==> config.mk <==
export PLATFORM = sky130hd
export DESIGN_NAME = hsvpa_chan
export DESIGN_NICKNAME = d
export VERILOG_FILES = /design/src/hdl/hsvpa_pkg.sv /design/src/hdl/hsvpa_chan.sv
export SDC_FILE = /design/constraint.sdc
export NUM_CORES = 1
export LEC_CHECK = 0
export BUFFER_PORTS_ARGS = -buffer_cell sky130_fd_sc_hd__buf_4
export CORE_MARGIN = 4
export CORE_UTILIZATION = 55
export CTS_BUF_LIST = sky130_fd_sc_hd__clkbuf_2 sky130_fd_sc_hd__clkbuf_4 sky130_fd_sc_hd__clkbuf_8
export CTS_CLUSTER_SIZE = 20
export DETAILED_ROUTE_END_ITERATION = 10
export GPL_TIMING_DRIVEN = 0
export PLACE_DENSITY = 0.7
export SYNTH_ARGS = -nofsm -noshare
export SYNTH_HDL_FRONTEND = slang
export SYNTH_SLANG_ARGS = --single-unit
==> constraint.sdc <==
create_clock -name clk -period 8.6 [get_ports clk]
set_input_delay 0 -clock clk [delete_from_list [all_inputs] [get_ports clk]]
set_output_delay 0 -clock clk [all_outputs]
set_load 0.02 [all_outputs]
==> src/hdl/hsvpa_pkg.sv <==
// Shared types and constants for the HSV to premultiplied ARGB converter.
package hsvpa_pkg;

    localparam int CHAN_W  = 8;
    localparam int PIXEL_W = 32;

    localparam logic [CHAN_W-1:0] CHAN_MAX = 8'hFF;

    // Hue sectors, named after the primary and secondary colors they span.
    localparam logic [2:0] SEC_RED_YEL = 3'd0;
    localparam logic [2:0] SEC_YEL_GRN = 3'd1;
    localparam logic [2:0] SEC_GRN_CYN = 3'd2;
    localparam logic [2:0] SEC_CYN_BLU = 3'd3;
    localparam logic [2:0] SEC_BLU_MAG = 3'd4;

    // Load enables of the back pipeline stages that the channel units own.
    typedef struct packed {
        logic en4;
        logic en5;
        logic en6;
    } chan_ctl_t;

endpackage

==> src/hdl/hsvpa_chan.sv <==
// One color channel: value times factor, times alpha, scaled to 8 bits and saturated.
module hsvpa_chan #(
    parameter int FRAC_BITS = 16
) (
    input  logic                          clk,
    input  hsvpa_pkg::chan_ctl_t          ctl,
    input  logic signed [FRAC_BITS+2:0]   k,
    input  logic [FRAC_BITS:0]            v,
    input  logic [FRAC_BITS:0]            a,
    output logic [hsvpa_pkg::CHAN_W-1:0]  chan
);
    localparam int W      = FRAC_BITS + 1;
    localparam int TERM_W = FRAC_BITS + 2;
    localparam int X1_W   = TERM_W + W;
    localparam int Y_W    = X1_W + 8;

    logic              k_pos;
    logic [2*W-1:0]    prod;
    logic [TERM_W-1:0] term_next, term_reg;
    logic [W-1:0]      a_reg;
    logic [X1_W-1:0]   x1_next, x1_reg;
    logic [Y_W-1:0]    y;
    logic [Y_W-1:0]    half;
    logic [10:0]       x;
    logic [hsvpa_pkg::CHAN_W-1:0] chan_next, chan_reg;

    // Factors never exceed 1.0, so a positive factor fits in W bits.
    always_comb
    begin
        k_pos     = !k[FRAC_BITS+2] && (k != '0);
        prod      = {{W{1'b0}}, v} * {{W{1'b0}}, k[W-1:0]};
        term_next = k_pos ? prod[2*W-1:FRAC_BITS] : '0;
    end

    always_ff @(posedge clk)
    begin
        if (ctl.en4)
        begin
            term_reg <= term_next;
            a_reg    <= a;
        end
    end

    assign x1_next = {{W{1'b0}}, term_reg} * {{TERM_W{1'b0}}, a_reg};

    always_ff @(posedge clk)
    begin
        if (ctl.en5)
        begin
            x1_reg <= x1_next;
        end
    end

    // Times 255 as a shift and subtract, then round half up and drop 2F bits.
    always_comb
    begin
        half      = Y_W'(1) << (2*FRAC_BITS - 1);
        y         = {x1_reg, 8'b0} - {8'b0, x1_reg} + half;
        x         = y[Y_W-1:2*FRAC_BITS];
        chan_next = (x[10:8] != 3'b0) ? hsvpa_pkg::CHAN_MAX : x[7:0];
    end

    always_ff @(posedge clk)
    begin
        if (ctl.en6)
        begin
            chan_reg <= chan_next;
        end
    end

    assign chan = chan_reg;

endmodule

Word level (Yosys, flattened, before mapping)

Index checks and enable logic that the tools add are counted.

Logic and storage cells: 12
Memories: 0
Register bits: 78
Bits in latches: 0
Output and inout port bits: 8
RAM bits: 0
Bits in read-only memories: 0
Input port bits: 57

Shift operators: 0
Order comparisons: 0
Divide/modulo/power cells: 0
Multiplexer cells: 0
Reduce and logical (&&, ||, !) cells: 4
$add $sub $neg: 2
Bitwise logic cells: 0
Eq/ne operators: 0
Multiply operators: 2

Operators by type and width:

| cell                                                             | number |
|---|---|
| 43-bit by 32-bit adder with 43-bit output, second input constant | 1 |
| 43-bit by 35-bit subtractor with 43-bit output                   | 1 |
| 18-bit by 17-bit multiplier with 35-bit output                   | 1 |
| 17-bit by 17-bit multiplier with 34-bit output                   | 1 |
| 19-bit nonzero test                                              | 1 |
| 3-bit nonzero test                                               | 1 |
| 1-bit logical AND                                                | 1 |
| 1-bit logical NOT                                                | 1 |

Depth between registers and ports, before layout

Gate-level depths: netlist of run 1.

Depth after elaboration: 3
Depth in mapped cells: 23
Gate-level depth less buffers: 22

Worst setup path before layout of run 1

Ideal clock, no wire load.

Path kind: register to register
Start: register a_reg[8]
End: register x1_reg[34] (data pin)
Cell stages (with the launch flop): 23
Path buffers: 2
Path slack: 2.418 ns
Period minus slack after synthesis: 6.182 ns
Data arrival time: 5.917 ns
Setup time: 0.265 ns
Required time: 8.335 ns
Cells stage by stage: edfxtp_1 clkbuf_1 clkbuf_1 nand2_1 fa_1 inv_1 fa_1 inv_1 fa_1 inv_1 fa_1 fa_1 inv_1 fa_1 inv_1 ha_1 a21o_1 a221o_1 or3_1 a21oi_1 o41ai_1 a311oi_1 xnor2_1

Word-level cells in the longest chain between the ends: 1

RTL lines:

| element                                        | line             | text |
|---|---|---|
| from (decl)                                    | hsvpa_chan.sv:20 | `logic [W-1:0] a_reg;` |
| from (signal assigned)                         | hsvpa_chan.sv:40 | `a_reg <= a;` |
| 18-bit by 17-bit multiplier with 35-bit output | hsvpa_chan.sv:44 | `assign x1_next = {{W{1'b0}}, term_reg} * {{TERM_W{1'b0}}, a_reg};` |
| named net x1_next[34]                          | hsvpa_chan.sv:21 | `logic [X1_W-1:0] x1_next, x1_reg;` |
| to (signal assigned)                           | hsvpa_chan.sv:50 | `x1_reg <= x1_next;` |
| to (decl)                                      | hsvpa_chan.sv:21 |  |

The timed path passes the listed nets, and every way through them passes these cells.
A chain may end at the register's enable or synchronous reset.

Worst setup path after layout of run 1

Start: register a_reg[9]
End: register x1_reg[34] (data pin)

The elaborated chain is that of the path after synthesis.

==> metrics.yaml, run 1 <==
status:
  status: "completed"
clock_tree:
  clk_path_buf_depth: 2
  cts_resized: 0
  clock-root-buffer: "clkbuf_8"
  cts_setup_buffers: 0
  clkTransAtPathRegs_ns: 0.11
  htreeDepth: 3
  clock-sinks: 78
  cts_buffers: 9
  holdBufCountCts: 18
  worstSkewPairLatency_ns: 0.42
  cts_tree: "done"
cells_and_area:
  antennaDiodeCount: 0
  largest_reg_flops: 35
  drive_above_1_share_pct: 3.16
  synthToLayoutAreaGrowth_pct: 6.52
  final_nets: 3388
critical_path:
  arrival_ns: 7.77
  crit_required_ns: 8.75
  crit_type: "flip-flop to flip-flop"
  crit_path_max_fanout: 10
  startpoint_type: "flip-flop"
  crit_top_cell: "fa_1"
  crit_path_end_kind: "flip-flop"
  path_cells: "clkbuf_1 > clkbuf_1 > nand2_1 > fa_1 > inv_1 > fa_1 > inv_1 > fa_1 > inv_1 > fa_1 > fa_1 > inv_1 > fa_1 > inv_1 > ha_1 > nand3_1 > or2_0 > a211oi_1 > or3_1 > a21oi_1 > o41ai_1 > a311oi_1 > xnor2_1"
  critPathMaxStageDelay_ns: 0.60
  critPathSlowestCell: "o41ai_1"
drt:
  first_iter_violations: 1110
  drc: 0
  via_count: 17287
  avgViaCountPerCell: 5.52
  drtPass1Iterations: 6
  routed_wl_um: 57900
  detail-route-antenna-nets: 0
  wl_per_cell_um: 18.5
logic_synthesis:
  yosysWarnings: 0
  synth.most_common_cell: "inv_1"
  yosysTopAreaCellShare_pct: 39.9
  synth_nets: 3300
  synth_seq_cells: 78
  synth_cells: 2507
  syn_area_um2: 23100
  ys_seq_area_share_pct: 10.1
  synth_area_leaders: "fa_1 40%, ha_1 15%, edfxtp_1 10%"
  synth_top_area_cell: "fa_1"
  ys_async_sr_fraction_pct: 0
  synth.distinct_cells: 64
  synth_edf_count: 78
  synth_common_cells: "590 x inv_1, 461 x fa_1, 355 x nand2_1"
  postSynthAreaPerCell_um2: 9.22
  ys.flop_type: "edfxtp_1"
floorplan:
  rows: 74
  fp.dieH_um: 213
  fp.dieArea_um2: 45400
  die_w_um: 213
  initial_core_util_pct: 56.1
  core_area_um2: 41200
  io_pins: 65
sta:
  fin_worst_skew_ns: 0.0333
  worstMarginPinSlew_ns: 1.05
  min_period_ns: 7.62
  max_clock_freq_mhz: 131
  setup-tns-final_ns: 0
  rsz0062_at_grt: "no"
  setup_violations: 0
  slew_viol_final: 0
  maxSlewHeadroom_pct: 28.5
  holdWs_ns: 0.0365
  hold_viol_final: 0
  period_share_pct: 88.6
global_route:
  grt_usage_pct: 27.0
  antenna_found_initial: 0
  grt_max_degree: 36
  grt_pass1_vias: 19027
  grt_first_pass_wirelength_um: 96400
  overflow: 0
place:
  io_buffers: 59
  dpl.hpwl_um: 49000
  gp_congestion: 0.939
job:
  cap_violations: 0
min_path:
  hold_path_class: "input port to flip-flop"
critical path: cells and delay by family (launching register included):
kind                     cells  cell delay, ns
adder cells (fa/ha/maj)      7            3.37
buffers and inverters        7            1.40
AO/OA/AOI/OAI                4            1.31
AND/OR/NAND/NOR              4            0.80
flip-flops                   1            0.33
XOR/XNOR                     1            0.16
area by class of cell:
type	instances	area [µm²]
clock inverter	6	86.3
sequential	78	2340
timing repair buffer	77	623
multi-input combinational	1751	18200
tap	532	666
inverter	590	2210
clock buffer	9	124
fill	3497	16600
buffer	88	330
cells by family after synthesis:
logic type / synth area share, %
flops: 10.1
simple gates: 16.8
mux: 0.130
xor+xnor: 1.82
fa+ha+maj: 54.8
buf+inv: 11.0
compound gates: 5.35
metrics by stage:
stage | std cells | cell area [µm²] | setup slack, ns | util [%]
2_1_floorplan | 2507 | 23100 | 2.42 | -
3_3_place_gp | 3098 | 24200 | 1.26 | 58.8
3_5_place_dp | 3098 | 24200 | 1.17 | 58.8
4_1_cts | 3131 | 24600 | 1.13 | 59.8
5_1_grt | 3131 | 24600 | 0.627 | 59.8
6_report | 3131 | 24600 | 0.982 | 59.8
routing by layer:
layer	global-route usage (%)	up-vias	wire length [µm]
li1	-	7796	-
met2	47.5	740	28700
met3	5.19	183	4470
met4	10.1	0	2430
met1	33.0	8568	22300
met5	0	-	0
path summary, 6_finish.rpt:
path | from | cells past startpoint | slack [ns] | endpoint
setup / recovery | a_reg[9] | 23 | 0.98 | x1_reg[34]
hold / removal | ctl[1] | 1 | 0.04 | x1_reg[0]
setup reg to reg | a_reg[9] | 23 | 0.98 | x1_reg[34]
hold reg to reg | term_reg[0] | 1 | 0.82 | x1_reg[0]
cells in the final DEF, fill, tap and decap left out, drive strengths merged, types with 10 or more instances in the layout:
master | netlist | final
nor3 | 19 | 19
nand2b | 10 | 10
dlygate4sd3 | 0 | 18
nand2 | 355 | 355
xor2 | 15 | 15
a21o | 27 | 27
inv | 590 | 591
nand3 | 19 | 19
buf | 2 | 61
fa | 461 | 461
a211oi | 13 | 13
nor2 | 52 | 52
o21ai | 25 | 25
a21oi | 54 | 54
xnor2 | 33 | 33
nor2b | 10 | 10
clkbuf | 86 | 95
and2 | 264 | 264
ha | 275 | 275
nand4 | 11 | 11
edfxtp | 78 | 78
Power of run 1 is not shown: default switching activity piles up to over one toggle a cycle in this logic, so the estimate is an artifact.
==> run 2, diff against run 1 <==
--- a/config.mk
+++ b/config.mk
@@ -13,6 +13,7 @@
 export DETAILED_ROUTE_END_ITERATION = 10
 export GPL_TIMING_DRIVEN = 0
 export PLACE_DENSITY = 0.7
+export RECOVER_POWER = 50
 export SYNTH_ARGS = -nofsm -noshare
 export SYNTH_HDL_FRONTEND = slang
 export SYNTH_SLANG_ARGS = --single-unit
==> constraint.sdc (replaced) <==
create_clock -name clk -period 8.1 [get_ports clk]
set_input_delay 0 -clock clk [delete_from_list [all_inputs] [get_ports clk]]
set_output_delay 0 -clock clk [all_outputs]
set_load 0.02 [all_outputs]
==> metrics.yaml, run 2 (synthesized netlist as in run 1, its figures left out) <==
clock_tree:
  clock-sinks: 78
  clock-root-buffer: "clkbuf_8"
  clkTransAtPathRegs_ns: 0.09
  cts_resized: 0
  cts_tree: "done"
  worstSkewPairLatency_ns: 0.41
  clk_path_buf_depth: 2
  cts_setup_buffers: 0
  cts_buffers: 9
  htreeDepth: 3
floorplan:
  core_area_um2: 41200
  die_w_um: 213
  fp.dieArea_um2: 45400
  fp.dieH_um: 213
  rows: 74
  io_pins: 65
  initial_core_util_pct: 56.1
sta:
  hold_viol_final: 0
  worstMarginPinSlew_ns: 1.98
  max_clock_freq_mhz: 131
  fin_worst_skew_ns: 0.0318
  period_share_pct: 93.9
  min_period_ns: 7.61
  rsz0062_at_grt: "no"
  setup_violations: 0
  slew_viol_final: 72
  setup-tns-final_ns: 0
  maxSlewHeadroom_pct: -31.8
global_route:
  grt_usage_pct: 27.0
  grt_max_degree: 36
  antenna_found_initial: 0
  overflow: 0
  grt_first_pass_wirelength_um: 96400
  grt_pass1_vias: 19027
cells_and_area:
  final_cells: 3131
  synthToLayoutAreaGrowth_pct: 6.45
  antennaDiodeCount: 0
  design_area_um2: 24600
  final_common_cell: "inv_1"
  largest_reg_flops: 35
  drive_above_1_share_pct: 3.00
  final_nets: 3388
  layout_common_cells: "590 x inv_1, 461 x fa_1, 355 x nand2_1"
place:
  io_buffers: 59
  dp.cells: 3098
  placed_cell_area_um2: 24200
  dpl.hpwl_um: 49000
  gp_congestion: 0.939
drt:
  detail-route-antenna-nets: 0
  via_count: 17231
  avgViaCountPerCell: 5.50
  wl_per_cell_um: 18.4
  drc: 0
  first_iter_violations: 1109
  drtPass1Iterations: 5
  routed_wl_um: 57700
status:
  violations: "max-capacitance violations, max-slew violations"
  status: "finished with violations"
critical_path:
  crit_top_cell: "fa_1"
  critPathSlowestCell: "o41ai_1"
  critPathMaxStageDelay_ns: 0.60
  path_cells: "clkbuf_1 > clkbuf_1 > nand2_1 > fa_1 > inv_1 > fa_1 > inv_1 > fa_1 > inv_1 > fa_1 > fa_1 > inv_1 > fa_1 > inv_1 > ha_1 > nand3_1 > or2_0 > a211oi_1 > or3_1 > a21oi_1 > o41ai_1 > a311oi_1 > xnor2_1"
  startpoint_type: "flip-flop"
  crit_path_max_fanout: 10
  crit_path_end_kind: "flip-flop"
  crit_type: "flip-flop to flip-flop"
  arrival_ns: 7.75
  crit_required_ns: 8.24
job:
  cap_violations: 2
min_path:
  hold_path_class: "input port to flip-flop"
## run 2: repair_timing
action                                 in CTS  in global routing
setup endpoints to repair                   0                  0
endpoints found under the hold margin      25                  0
hold buffers                               18                  0
## run 2: cell type report
type                    count  area (µm²)
plain buffers              88         330
clock inverters             6        86.3
flip-flops and latches     78        2340
multi-input cells        1751       18200
inverters                 590        2210
repair buffers             77         608
clock buffers               9         124
fillers                  3499       16600
well taps                 532         666
## run 2: routing by layer
metal | wire [µm] | track usage [%] | share of wire [%]
met2 | 28600 | 47.5 | 50
met1 | 22400 | 33.0 | 39
met3 | 4190 | 5.19 | 7.3
met4 | 2480 | 10.1 | 4.3
met5 | 0 | 0 | 0
## run 2: through the flow
stage | util, % | worst slack, ns | hold WS [ns]
CTS | 59.8 | 0.632 | 0.0385
global placement | 58.8 | 0.757 | 0.180
finish | 59.7 | 0.495 | 0.245
floorplan | - | 1.92 | 0.0989
detailed placement | 58.8 | 0.669 | 0.180
global route | 59.7 | 0.127 | 0.259
## run 2: path summary, 6_finish.rpt
path                  end        start  cells past startpoint  slack [ns]
min          term_reg[17]        k[18]                      5        0.25
min reg2reg     x1_reg[0]  term_reg[0]                      1        0.83
max reg2reg    x1_reg[34]     a_reg[9]                     23        0.49
max            x1_reg[34]     a_reg[9]                     23        0.49
## run 2: critical path, delay by kind of cell, from the launching register on
| family | cells | cell delay (ns) |
|---|---|---|
| XOR/XNOR | 1 | 0.16 |
| buffers and inverters | 7 | 1.39 |
| adder cells (fa/ha/maj) | 7 | 3.37 |
| AO/OA/AOI/OAI | 4 | 1.31 |
| flip-flops | 1 | 0.33 |
| AND/OR/NAND/NOR | 4 | 0.79 |
Power of run 2 is left out for the same reason.
==> run 3, diff against run 2 <==
--- a/config.mk
+++ b/config.mk
@@ -5,14 +5,14 @@
 export SDC_FILE = /design/constraint.sdc
 export NUM_CORES = 1
 export LEC_CHECK = 0
-export BUFFER_PORTS_ARGS = -buffer_cell sky130_fd_sc_hd__buf_4
 export CORE_MARGIN = 4
 export CORE_UTILIZATION = 55
 export CTS_BUF_LIST = sky130_fd_sc_hd__clkbuf_2 sky130_fd_sc_hd__clkbuf_4 sky130_fd_sc_hd__clkbuf_8
 export CTS_CLUSTER_SIZE = 20
 export DETAILED_ROUTE_END_ITERATION = 10
+export DONT_BUFFER_PORTS = 1
 export GPL_TIMING_DRIVEN = 0
-export PLACE_DENSITY = 0.7
+export PLACE_DENSITY = 0.68
 export RECOVER_POWER = 50
 export SYNTH_ARGS = -nofsm -noshare
 export SYNTH_HDL_FRONTEND = slang
==> metrics.yaml, run 3 (synthesized netlist as in run 1, its figures left out) <==
cells_and_area:
  final_common_cell: "inv_1"
  layout_common_cells: "590 x inv_1, 461 x fa_1, 355 x nand2_1"
  final_nets: 3333
  drive_above_1_share_pct: 0.864
  largest_reg_flops: 35
  seq_area_um2: 2340
  multi_input_area_um2: 18200
  fill_cells: 3651
  synthToLayoutAreaGrowth_pct: 4.56
clock_tree:
  cts_setup_buffers: 0
  clk_path_buf_depth: 2
  cts_buffers: 9
  clkTransAtPathRegs_ns: 0.08
  clock-sinks: 78
  htreeDepth: 3
  clock-root-buffer: "clkbuf_8"
  cts_tree: "done"
  worstSkewPairLatency_ns: 0.43
floorplan:
  die_w_um: 213
  io_pins: 65
  rows: 74
  fp.dieH_um: 213
  core_area_um2: 41200
  fp.dieArea_um2: 45400
  initial_core_util_pct: 56.1
drt:
  wl_per_cell_um: 18.3
  avgViaCountPerCell: 5.42
  drc: 0
  drtPass1Iterations: 5
  routed_wl_um: 56200
  first_iter_violations: 760
  via_count: 16701
  detail-route-antenna-nets: 0
critical_path:
  startpoint_type: "flip-flop"
  crit_path_max_fanout: 10
  crit_start: "a_reg[9]"
  arrival_ns: 7.51
  rrSetupSlack_ns: 0.77
  crit_path_end_kind: "flip-flop"
  timing.rr.start: "a_reg[9]"
  crit_type: "flip-flop to flip-flop"
  crit_required_ns: 8.28
status:
  status: "finished with violations"
  violations: "max-capacitance violations, max-slew violations"
sta:
  period_share_pct: 90.5
  maxSlewHeadroom_pct: -29.6
  fin_worst_skew_ns: 0.0169
  worstMarginPinSlew_ns: 1.94
  setup_violations: 0
  setup-tns-final_ns: 0
  rsz0062_at_grt: "no"
  slew_viol_final: 72
  max_clock_freq_mhz: 136
  hold_viol_final: 0
  min_period_ns: 7.33
global_route:
  grt_max_degree: 36
  grt_pass1_vias: 18183
  overflow: 0
  antenna_found_initial: 4
  grt_first_pass_wirelength_um: 93200
  grt_usage_pct: 26.2
place:
  io_buffers: 0
  dpl.hpwl_um: 48400
  gp_congestion: 0.977
min_path:
  hold_path_class: "input port to flip-flop"
  min_from: "k[18]"
job:
  cap_violations: 2
## run 3: routing by layer
layer | wire length (µm) | up-vias | GRT usage, % | part of all wire [%]
met2 | 27800 | 562 | 46.0 | 49
li1 | - | 7687 | - | -
met1 | 22300 | 8284 | 32.4 | 40
met5 | 12 | - | 0 | 0.021
met3 | 3680 | 166 | 4.53 | 6.6
met4 | 2420 | 2 | 10.6 | 4.3
## run 3: final cells by class
| type | count | area share (%) |
|---|---|---|
| plain buffers | 88 | 1.37 |
| well taps | 532 | 2.75 |
| clock inverters | 6 | 0.150 |
| clock buffers | 10 | 0.544 |
| flip-flops and latches | 78 | 9.69 |
| multi-input cells | 1751 | 75.5 |
| repair buffers | 22 | 0.859 |
| diodes | 2 | 0.0207 |
| inverters | 590 | 9.16 |
## run 3: worst paths after layout
path,to,cells after the start
setup / recovery,x1_reg[34],23
hold / removal,term_reg[17],4
setup reg to reg,x1_reg[34],23
hold reg to reg,x1_reg[0],1
## run 3: critical path, stage by stage, from the launching register on
cell and delay [ns]:
edfxtp_1 0.34, clkbuf_1 0.49, clkbuf_1 0.49, nand2_1 0.15, fa_1 0.52, inv_1 0.05
fa_1 0.51, inv_1 0.06, fa_1 0.52, inv_1 0.05, fa_1 0.45, fa_1 0.49
inv_1 0.04, fa_1 0.47, inv_1 0.04, ha_1 0.38, nand3_1 0.15, or2_0 0.24
a211oi_1 0.38, or3_1 0.26, a21oi_1 0.12, o41ai_1 0.54, a311oi_1 0.19, xnor2_1 0.16
## run 3: through the flow
step,utilization (%),cells,worst slack (ns),cell area [µm²],hold WS [ns]
2_1_floorplan,-,2507,1.92,23100,0.0989
3_3_place_gp,57.7,3039,0.886,23800,0.0989
6_report,58.7,3079,0.766,24200,0.137
5_1_grt,58.6,3077,0.400,24200,0.150
4_1_cts,58.7,3077,0.788,24200,0.104
3_5_place_dp,57.7,3039,0.822,23800,0.0989
## run 3: repair_timing
item                                   4_1_cts  5_1_grt
endpoints found under the hold margin       95        0
hold buffers                                22        0
gates resized for setup                      0        0
Power of run 3 is left out for the same reason.
